<file path="src/rtl/assert_macros.svh">
// Assertion helpers included by spi_master_majority_sample.
`ifndef ASSERT_MACROS_SVH
`define ASSERT_MACROS_SVH

// Property checked at every rising clk edge outside of reset.
`define ASSERT_CLK(lbl, prop, msg) \
    lbl: assert property (@(posedge clk) disable iff (!rst_n) (prop)) else $error(msg);

// Condition that must never be seen at a rising clk edge outside of reset.
`define ASSERT_NEVER(lbl, cond, msg) \
    lbl: assert property (@(posedge clk) disable iff (!rst_n) !(cond)) else $error(msg);

`endif

</file>
<file path="src/rtl/spims_pkg.sv">
`default_nettype none

package spims_pkg;

    typedef enum logic [1:0] {
        CMD_TICK     = 2'd0,
        CMD_SELECT   = 2'd1,
        CMD_DESELECT = 2'd2,
        CMD_SEND     = 2'd3
    } cmd_t;

    localparam int unsigned BYTE_W        = 8;
    localparam logic [2:0]  LAST_BIT      = 3'd7;
    localparam logic [7:0]  MIN_HALF      = 8'd3;
    localparam logic [7:0]  HALF_RESET    = 8'd5;

    function automatic logic vote3(input logic [2:0] w);
        return (w[0] & w[1]) | (w[0] & w[2]) | (w[1] & w[2]);
    endfunction

endpackage

`default_nettype wire

</file>
<file path="src/rtl/spi_master_majority_sample.sv">
`default_nettype none

// Channel   Handshake               Payload
// -------   ---------------------   ----------------------------------------
// in        in_valid / in_ready     cmd, tx_byte, miso
// out       out_valid / out_ready   csn, sck, mosi, rx_byte, rx_done, busy_res
// cfg       cfg_wr_en               cfg_wr_data (half_period)
//
// Every input beat yields one output beat. A beat is held in the input
// register, then the SPI state and the result register update together, and
// one beat is taken in every cycle while out is not stalled.
// The throughput is set by the single state update per cycle.
// Reset sets the select state to deselected, leaves the master idle and sets half_period to 5.
// A stall on out holds the result register and then the input register.

module spi_master_majority_sample (
    input  wire                 clk,
    input  wire                 rst_n,
    input  wire                 cfg_wr_en,
    input  wire [7:0]           cfg_wr_data,
    input  wire                 in_valid,
    output logic                in_ready,
    input  wire [1:0]           cmd,
    input  wire [7:0]           tx_byte,
    input  wire                 miso,
    output logic                out_valid,
    input  wire                 out_ready,
    output logic                csn,
    output logic                sck,
    output logic                mosi,
    output logic [7:0]          rx_byte,
    output logic                rx_done,
    output logic                busy_res
);
    import spims_pkg::*;

    `include "assert_macros.svh"

    logic [7:0] half_period_reg;

    // Input register.
    logic       s1_valid_reg;
    cmd_t       s1_cmd_reg;
    logic [7:0] s1_tx_reg;
    logic       s1_miso_reg;

    // SPI state.
    logic [7:0] tx_shift_reg,  tx_shift_next;
    logic [7:0] rx_shift_reg,  rx_shift_next;
    logic [2:0] bit_index_reg, bit_index_next;
    logic [7:0] tick_count_reg, tick_count_next;
    logic [2:0] window_reg,    window_next;
    logic       high_reg,      high_next;
    logic       active_reg,    active_next;
    logic       select_reg,    select_next;

    // Result register.
    logic       out_valid_reg;
    logic       csn_reg, sck_reg, mosi_reg, done_reg, busy_reg;
    logic [7:0] rx_byte_reg;
    logic       done_next;
    logic [7:0] rx_out_next;

    logic       advance;
    logic       step;
    logic [7:0] hp;
    logic [7:0] last;
    logic       half_end;
    logic [2:0] window_shifted;
    logic       idle_at_rest;

    assign advance  = !out_valid_reg || out_ready;
    assign in_ready = !s1_valid_reg || advance;
    assign step     = s1_valid_reg && advance;

    assign hp       = (half_period_reg < MIN_HALF) ? MIN_HALF : half_period_reg;
    assign last     = hp - 8'd1;
    assign half_end = tick_count_reg >= last;
    assign window_shifted = {window_reg[1:0], s1_miso_reg};

    always_comb
    begin
        tx_shift_next   = tx_shift_reg;
        rx_shift_next   = rx_shift_reg;
        bit_index_next  = bit_index_reg;
        tick_count_next = tick_count_reg;
        window_next     = window_reg;
        high_next       = high_reg;
        active_next     = active_reg;
        select_next     = select_reg;
        done_next       = 1'b0;
        rx_out_next     = '0;
        if (!active_reg)
        begin
            case (s1_cmd_reg)
                CMD_SELECT:   select_next = 1'b0;
                CMD_DESELECT: select_next = 1'b1;
                CMD_SEND:
                begin
                    tx_shift_next   = s1_tx_reg;
                    rx_shift_next   = '0;
                    bit_index_next  = '0;
                    tick_count_next = '0;
                    window_next     = '0;
                    high_next       = 1'b0;
                    active_next     = 1'b1;
                end
                default: ;
            endcase
        end
        else if (s1_cmd_reg == CMD_TICK)
        begin
            if (!high_reg)
            begin
                // Samples are taken on the last three ticks of the low half.
                if ({1'b0, tick_count_reg} + 9'd3 >= {1'b0, hp})
                begin
                    window_next = window_shifted;
                end
                if (half_end)
                begin
                    rx_shift_next   = {rx_shift_reg[BYTE_W-2:0], vote3(window_next)};
                    high_next       = 1'b1;
                    tick_count_next = '0;
                end
                else
                begin
                    tick_count_next = tick_count_reg + 8'd1;
                end
            end
            else if (half_end)
            begin
                high_next       = 1'b0;
                tick_count_next = '0;
                window_next     = '0;
                tx_shift_next   = {tx_shift_reg[BYTE_W-2:0], 1'b0};
                if (bit_index_reg == LAST_BIT)
                begin
                    bit_index_next = '0;
                    active_next    = 1'b0;
                    done_next      = 1'b1;
                    rx_out_next    = rx_shift_reg;
                end
                else
                begin
                    bit_index_next = bit_index_reg + 3'd1;
                end
            end
            else
            begin
                tick_count_next = tick_count_reg + 8'd1;
            end
        end
    end

    always_ff @(posedge clk or negedge rst_n)
    begin
        if (!rst_n)
        begin
            half_period_reg <= HALF_RESET;
        end
        else if (cfg_wr_en)
        begin
            half_period_reg <= cfg_wr_data;
        end
    end

    always_ff @(posedge clk or negedge rst_n)
    begin
        if (!rst_n)
        begin
            s1_valid_reg <= 1'b0;
        end
        else if (in_ready)
        begin
            s1_valid_reg <= in_valid;
        end
    end

    always_ff @(posedge clk)
    begin
        if (in_valid && in_ready)
        begin
            s1_cmd_reg  <= cmd_t'(cmd);
            s1_tx_reg   <= tx_byte;
            s1_miso_reg <= miso;
        end
    end

    always_ff @(posedge clk or negedge rst_n)
    begin
        if (!rst_n)
        begin
            tx_shift_reg   <= '0;
            rx_shift_reg   <= '0;
            bit_index_reg  <= '0;
            tick_count_reg <= '0;
            window_reg     <= '0;
            high_reg       <= 1'b0;
            active_reg     <= 1'b0;
            select_reg     <= 1'b1;
        end
        else if (step)
        begin
            tx_shift_reg   <= tx_shift_next;
            rx_shift_reg   <= rx_shift_next;
            bit_index_reg  <= bit_index_next;
            tick_count_reg <= tick_count_next;
            window_reg     <= window_next;
            high_reg       <= high_next;
            active_reg     <= active_next;
            select_reg     <= select_next;
        end
    end

    always_ff @(posedge clk or negedge rst_n)
    begin
        if (!rst_n)
        begin
            out_valid_reg <= 1'b0;
        end
        else if (advance)
        begin
            out_valid_reg <= s1_valid_reg;
        end
    end

    always_ff @(posedge clk)
    begin
        if (step)
        begin
            csn_reg     <= select_next;
            sck_reg     <= high_next;
            mosi_reg    <= tx_shift_next[BYTE_W-1];
            rx_byte_reg <= rx_out_next;
            done_reg    <= done_next;
            busy_reg    <= active_next;
        end
    end

    assign out_valid = out_valid_reg;
    assign csn       = csn_reg;
    assign sck       = sck_reg;
    assign mosi      = mosi_reg;
    assign rx_byte   = rx_byte_reg;
    assign rx_done   = done_reg;
    assign busy_res  = busy_reg;

    assign idle_at_rest = (tick_count_reg == 8'd0) && !high_reg && (bit_index_reg == 3'd0);

    // A completed byte always ends the transfer.
    `ASSERT_NEVER(a_done_while_busy, out_valid_reg && done_reg && busy_reg, "rx_done while busy")
    // Idle master keeps its bit timing at rest.
    `ASSERT_CLK(a_idle_timing, !active_reg |-> idle_at_rest, "idle timing not at rest")
    // A stalled result stays in the output register.
    `ASSERT_CLK(a_out_hold, out_valid_reg && !out_ready |=> out_valid_reg, "output beat dropped")
    // A beat in the input stage is never lost while the output is stalled.
    `ASSERT_CLK(a_in_hold, s1_valid_reg && !advance |=> s1_valid_reg, "input beat dropped")

endmodule

`default_nettype wire
</file>
<file path="config.mk">
export PLATFORM = sky130hd
export DESIGN_NAME = spi_master_majority_sample
export DESIGN_NICKNAME = d
export VERILOG_FILES = /design/src/rtl/spims_pkg.sv /design/src/rtl/spi_master_majority_sample.sv
export VERILOG_INCLUDE_DIRS = /design/src /design/src/rtl
export SDC_FILE = /design/constraint.sdc
export NUM_CORES = 1
export LEC_CHECK = 0
export BUFFER_PORTS_ARGS = -buffer_cell sky130_fd_sc_hd__buf_2
export CAP_MARGIN = 20
export CORE_MARGIN = 1.5
export CORE_UTILIZATION = 58
export DETAILED_ROUTE_END_ITERATION = 16
export PLACE_DENSITY_LB_ADDON = 0.12
export SYNTH_ARGS = -nofsm -noshare
export SYNTH_HDL_FRONTEND = slang
export SYNTH_SLANG_ARGS = --single-unit
</file>
<file path="constraint.sdc">
create_clock -name clk -period 4.25 [get_ports clk]
set_input_delay 1.0625 -clock clk [delete_from_list [all_inputs] [get_ports clk]]
set_output_delay 1.0625 -clock clk [all_outputs]
set_load 0.01 [all_outputs]
</file>
==> metrics.cfg, run 1 <==
[clock_network]
cts_num_sinks = 67
htreeDepth = 3
cts_hold_buf = 0
cts.clk_slew.worst_paths_ps = 80
cts_setup_buffers = 0
ctsLongestPathBuffers = 2
ctsResizeCount = 0
cts_buffers = 9
clk_root_buffer_cell = clkbuf_8
cts_tree = yes
worstSkewPairLatency_ps = 340

[cells_and_area]
nets = 387
areaGrowthSynthToFinish_pct = 12.7
drive_above_1_share_pct = 21.7
postLayoutCellArea_um2 = 3840
final_core_util_pct = 68.5
n_antenna_cell = 0
instances_no_fill = 417
seq_area_um2 = 1800
multi_input_area_um2 = 1500
num-fill-cells = 462

[synthesis]
syn-instance-count = 299
yosysMostFrequentCell = dfrtp_1
synth.area.top_cells = dfrtp_1 (29%), edfxtp_1 (21%), ha_1 (8.4%)
synth_area_um2 = 3410
async_flop_share_pct = 64.2
yosys_warnings = 0
synth_cell_types = 57
synth_nets = 346
synth_top_area_share_pct = 29.3
avgSynthCellArea_um2 = 11.4
synth_area_leader_cell = dfrtp_1
ys.flop_type = dfrtp_1
seq_area_frac_synth_pct = 52.8
synth_seq_cells = 67
synth_edf_count = 24
synthTopCellsByCount = dfrtp_1 (40), nand2_1 (31), edfxtp_1 (24), ha_1 (23), o21ai_0 (22)

[drt]
viasPerCell = 5.66
final_antenna_net_count = 0
first_pass_iters = 4
num_vias = 2359
drt-total-wl_um = 6240
drt_iter0_drc = 71
drc = 0
wire_per_inst_um = 15.0

[worst_setup_path]
reg2reg_to = mosi
cp_max_fo = 16
required_ps = 4350
worstReg2RegStart = half_period_reg[4]
r2r_setup_slack_ps = 480
critPathKind = flip-flop to flip-flop
r2r_cells = 12
cp-end-kind = flip-flop
arrival_ps = 3870
startpoint = half_period_reg[4]
crit_end = mosi
cp-start-kind = flip-flop

[place]
place_inst = 401
place.gp.congestion = 0.898
place_area_um2 = 3650
dp_hpwl_um = 4460
io_buffer_count = 38
place_ws_ps = 488

[floorplan]
start_util_pct = 60.8
die_h_um = 79.7
core_area_um2 = 5610
rows = 27
die_w_um = 79.7
ioPinCount = 39
dieArea_um2 = 6350

[pwr]
irDropWorstVdd_mv = 0.265
p_sw_share_pct = 31.5
netSwitchingPower_mw = 0.563
powerDensity_nw_per_um2 = 465
p_leak_nw = 1.75
clockPowerShare_pct = 28.7
internal_power_mw = 1.23
pwr-share-comb_pct = 25.0
power_frac_seq_pct = 46.2

[timing]
setup_tns_ps = 0
slew_violations = 0
fin_skew_ps = 10.0
min_period_ps = 3770
hold_violations = 0
maxSlewHeadroom_pct = 37.2
tightest_slew_ps = 943
fin_ws_ps = 478
finalSetupViolCount = 0
rsz0062_at_grt = false
fmax_mhz = 265
period_share_pct = 88.8

[global_routing]
antenna_found_initial = 0
grt-ovfl-total = 0
track_usage_pct = 22.5
grtUsageMet1_pct = 31.7
grt_busiest_layer = met2
use_met2_pct = 33.9
grt_max_degree = 44
grt_pass1_vias = 2308
grt_pass1_wl_um = 10700
grt_use_met3_pct = 4.11

[flow_run]
cap_violations = 0

[min_path]
min_from = select_reg
hp-class = flip-flop to flip-flop

[status]
status = complete, no violations

cell usage in the layout (no fill, tap or decap), types with 3 or more instances in the layout:
cell,instances
ha_1,23
a22o_1,11
nor2_1,18
dfstp_2,3
and3_1,10
nand2_1,31
edfxtp_1,24
a21o_1,4
o21ai_0,22
a21oi_1,6
nand4_1,3
xor2_1,9
nor3_1,3
dfrtp_1,40
xnor2_1,8
inv_1,15
clkbuf_8,9
a22oi_1,7
nand2b_1,4
mux2_2,4
nor4_1,3
buf_2,38
worst min path at each step:
stage,cells after the start,slack (ps),to
2_1_floorplan,2,440,select_reg
3_3_place_gp,2,450,select_reg
3_5_place_dp,2,450,select_reg
4_1_cts,2,460,select_reg
5_1_grt,2,480,select_reg
6_report,2,460,select_reg
kinds of logic after synthesis:
family | synth area share (%)
and+or+nand+nor | 14.1
xor gates and xnor gates | 4.36
buffers and inverters | 3.30
DFF | 52.8
AOI/OAI and AO/OA | 15.0
adders and majority gates | 8.43
muxes | 2.05
layer usage:
metal  up-vias  wire length, µm
li1       1167                -
met1      1140             3110
met2        45             2820
met3         7              217
met4         0               88
met5         -                0
worst max-delay path: stages (launching register included):
cell	delay [ps]
dfrtp_1	430
or4_1	590
nor3_1	210
nor2_1	100
ha_1	250
xnor2_1	140
ha_1	300
nand2_1	60
o21ai_1	110
a41o_1	230
nand3_1	190
nor2_2	530
mux2_2	400
power by group through the flow:
stage | logic, mW | registers [mW] | clock network, mW
floorplan | 0.375 | 0.804 | 0
global placement | 0.437 | 0.835 | 0
detailed placement | 0.446 | 0.838 | 0
CTS | 0.451 | 0.825 | 0.522
global route | 0.506 | 0.837 | 0.549
finish | 0.448 | 0.827 | 0.514
metrics by stage:
| step | total power [mW] | hold WS [ps] |
|---|---|---|
| finish | 1.79 | 462 |
| global route | 1.89 | 485 |
| CTS | 1.80 | 462 |
| detailed placement | 1.28 | 450 |
| global placement | 1.27 | 446 |
| floorplan | 1.18 | 437 |
area by class of cell:
| type | instances | area share [%] |
|---|---|---|
| clock buffer | 10 | 3.32 |
| clock inverter | 6 | 1.69 |
| inverter | 17 | 1.66 |
| multi-input combinational | 206 | 39.0 |
| sequential | 67 | 46.8 |
| tap | 72 | 2.34 |
| timing repair buffer | 39 | 5.14 |
Power figures use the tool's default switching activity.
==> inputs of run 2 (changes only) <==
ABC_AREA = 1   (was not set)
==> run 2 against run 1 <==
Effect of this change:
- total power is 6.6% higher
- via count is 11% higher
- global-route usage is 0.39 points higher
- clock power is 7.2% lower
- count of clock-buffer cells in the layout stayed put
- cell area is 2.9% higher
- fmax is 16% higher
- synthesized cell count is 26% higher
- hold slack better by 13 ps
- cell count is 21% higher
- critical path type unchanged
- largest cell class unchanged
==> metrics.cfg, run 2 <==
[status]
status = complete, no violations  ; unchanged

[synthesis]
syn-instance-count = 378  ; was 299
synthTopCellsByCount = nand2_1 (92), inv_1 (54), dfrtp_1 (40), nor2_1 (29), edfxtp_1 (24)  ; was dfrtp_1 (40), nand2_1 (31), edfxtp_1 (24), ha_1 (23), o21ai_0 (22)
avgSynthCellArea_um2 = 9.19  ; was 11.4 µm²
synth_edf_count = 24  ; unchanged
seq_area_frac_synth_pct = 51.8  ; was 52.8%
synth_nets = 425  ; was 346
synth.area.top_cells = dfrtp_1 (29%), edfxtp_1 (21%), nand2_1 (9.9%)  ; was dfrtp_1 (29%), edfxtp_1 (21%), ha_1 (8.4%)
synth_seq_cells = 67  ; unchanged
yosysMostFrequentCell = nand2_1  ; was dfrtp_1
async_flop_share_pct = 64.2  ; unchanged
synth_top_area_share_pct = 28.8  ; was 29.3%
ys.flop_type = dfrtp_1  ; unchanged
yosys_warnings = 0  ; unchanged
synth_area_leader_cell = dfrtp_1  ; unchanged
synth_area_um2 = 3470  ; was 3410 µm²
synth_cell_types = 35  ; was 57

[worst_setup_path]
arrival_ps = 3500  ; was 3870 ps
r2r_cells = 19  ; was 12
cp.depth = 19  ; was 12
cpPeakStageDelay_ps = 570  ; was 590 ps
cp_slowest_cell = dfstp_2  ; was or4_1
cp_num_buf_inv = 4  ; was 0
startpoint = half_period_reg[2]  ; was half_period_reg[4]
cp_top_family = simple AND/OR/NAND/NOR gates  ; unchanged
cp-start-kind = flip-flop  ; unchanged
cp_max_fo = 9  ; was 16
worstReg2RegStart = half_period_reg[2]  ; was half_period_reg[4]
critPathKind = flip-flop to flip-flop  ; unchanged
required_ps = 4500  ; was 4350 ps
path_cells = nor2_1 -> nand4_1 -> inv_1 -> nor2_1 -> inv_1 -> nor3_1 -> nand3_1 -> o31ai_1 -> ha_1 -> a21oi_1 -> o21a_1 -> nand3_2 -> nor2_1 -> inv_1 -> nand2_1 -> inv_2 -> nand2_2 -> nand2_1 -> o21ai_0  ; was or4_1 -> nor3_1 -> nor2_1 -> ha_1 -> xnor2_1 -> ha_1 -> nand2_1 -> o21ai_1 -> a41o_1 -> nand3_1 -> nor2_2 -> mux2_2
cp-end-kind = flip-flop  ; unchanged

[pwr]
power_mw = 1.91  ; was 1.79 mW
powerDensity_nw_per_um2 = 482  ; was 465 nW/µm²
irDropWorstVdd_mv = 0.275  ; was 0.265 mV
p_leak_nw = 1.94  ; was 1.75 nW

[timing]
finalSetupViolCount = 0  ; unchanged
min_period_ps = 3250  ; was 3770 ps
rsz0062_at_grt = false  ; unchanged
fmax_mhz = 308  ; was 265 MHz
hold_violations = 0  ; unchanged
tightest_slew_ps = 619  ; was 943 ps
period_share_pct = 76.4  ; was 88.8%
whs_ps = 474  ; was 462 ps
setup_tns_ps = 0  ; unchanged
fin_ws_ps = 1000  ; was 478 ps
fin_skew_ps = 16.2  ; was 10.0 ps
slew_violations = 0  ; unchanged
maxSlewHeadroom_pct = 58.7  ; was 37.2%

[cells_and_area]
drive_above_1_share_pct = 18.8  ; was 21.7%
n_antenna_cell = 0  ; unchanged
areaGrowthSynthToFinish_pct = 13.8  ; was 12.7%
num-fill-cells = 500  ; was 462
final_cell_mix = nand2_1 (92), inv_1 (54), dfrtp_1 (40)  ; was dfrtp_1 (40), buf_2 (38), nand2_1 (31)
final_core_util_pct = 67.6  ; was 68.5%
final_common_cell = nand2_1  ; was dfrtp_1
nets = 473  ; was 387

[drt]
drc = 0  ; unchanged
drt_iter0_drc = 208  ; was 71
first_pass_iters = 4  ; unchanged
wire_per_inst_um = 12.7  ; was 15.0 µm
drt-total-wl_um = 6440  ; was 6240 µm
final_antenna_net_count = 0  ; unchanged
viasPerCell = 5.19  ; was 5.66
num_vias = 2626  ; was 2359

[global_routing]
grt-ovfl-total = 0  ; unchanged
grt_max_degree = 44  ; unchanged
track_usage_pct = 22.9  ; was 22.5%
antenna_found_initial = 0  ; unchanged
grt_pass1_vias = 2517  ; was 2308
grt_pass1_wl_um = 11100  ; was 10700 µm

[min_path]
hold_depth = 2  ; unchanged
hp-class = flip-flop to flip-flop  ; unchanged
min_from = s1_tx_reg[0]  ; was select_reg

[place]
dp_hpwl_um = 4780  ; was 4460 µm
io_buffer_count = 38  ; unchanged
place_ws_ps = 1010  ; was 488 ps
place.gp.congestion = 0.834  ; was 0.898

[clock_network]
cts_setup_buffers = 0  ; unchanged
cts_buffers = 9  ; unchanged
cts_num_sinks = 67  ; unchanged
htreeDepth = 3  ; unchanged
ctsResizeCount = 0  ; unchanged
worstSkewPairLatency_ps = 340  ; about the same
cts_tree = yes  ; unchanged
cts.clk_slew.worst_paths_ps = 80  ; about the same
cts_hold_buf = 0  ; unchanged
ctsLongestPathBuffers = 2  ; unchanged
clk_root_buffer_cell = clkbuf_8  ; unchanged

[flow_run]
cap_violations = 0  ; unchanged

[floorplan]
start_util_pct = 59.4  ; was 60.8%
ioPinCount = 39  ; unchanged
rows = 28  ; was 27
die_w_um = 80.4  ; was 79.7 µm
core_area_um2 = 5850  ; was 5610 µm²
dieArea_um2 = 6460  ; was 6350 µm²
die_h_um = 80.4  ; was 79.7 µm

==> run 2: cell families (layout without fill, tap and decap cells) <==
kind of cell / count (synthesis) / count (layout) / synth area share, %
buffers and inverters: 60 / 113 / 6.55
AND/OR/NAND/NOR: 164 / 164 / 21.0
AO/OA/AOI/OAI: 49 / 49 / 8.46
multiplexers: 2 / 2 / 0.648
flip-flops: 67 / 67 / 51.8
XOR/XNOR: 13 / 13 / 3.28
adder cells (fa/ha/maj): 23 / 23 / 8.28
==> run 2: final timing paths <==
| kind | endpoint | slack [ps] |
|---|---|---|
| worst max-delay path | rx_shift_reg[1] | 1000 |
| min in group asynchronous | half_period_reg[4] | 690 |
| worst min-delay path | tx_shift_reg[0] | 470 |
| worst min register to register | tx_shift_reg[0] | 470 |
| max in group asynchronous | select_reg | 2970 |
| worst max register to register | rx_shift_reg[1] | 1000 |
==> run 2: final cells by class <==
cell class / count / area (µm²) / area share [%]
Clock inverter: 6 / 38.8 / 0.981
Timing Repair Buffer: 39 / 218 / 5.51
Sequential cell: 67 / 1800 / 45.5
Inverter: 58 / 219 / 5.54
Clock buffer: 10 / 138 / 3.48
Multi-Input combinational cell: 251 / 1450 / 36.6
Tap cell: 75 / 93.8 / 2.37
==> run 2: routing by layer <==
layer	global-route usage [%]	share of wire [%]	vias to the layer above
met5	0	0	-
met4	8.97	1.5	0
met3	3.75	2.8	11
met2	39.1	50	40
met1	29.0	46	1245
li1	-	-	1330
==> run 2: where the power goes <==
| part | total, mW | leakage [nW] | internal (mW) | switching (mW) |
|---|---|---|---|---|
| logic | 0.555 | 1.06 | 0.211 | 0.344 |
| clock network | 0.477 | 0.0885 | 0.226 | 0.251 |
| registers | 0.873 | 0.797 | 0.792 | 0.0819 |
| total | 1.91 | 1.94 | 1.23 | 0.677 |
==> run 2: metrics by stage <==
stage | std cells | cell area [µm²]
after global placement | 489 | 3750
final | 506 | 3950
after global routing | 506 | 3950
after floorplan | 378 | 3470
after detailed placement | 489 | 3750
after CTS | 505 | 3930
==> run 2: worst reg2reg max path: cells and delay by family (launching register included) <==
kind,cells,cell delay (ps)
buffers and inverters,4,320
adders and majority gates,1,280
AOI/OAI and AO/OA,4,590
DFF,1,570
and+or+nand+nor,10,1400
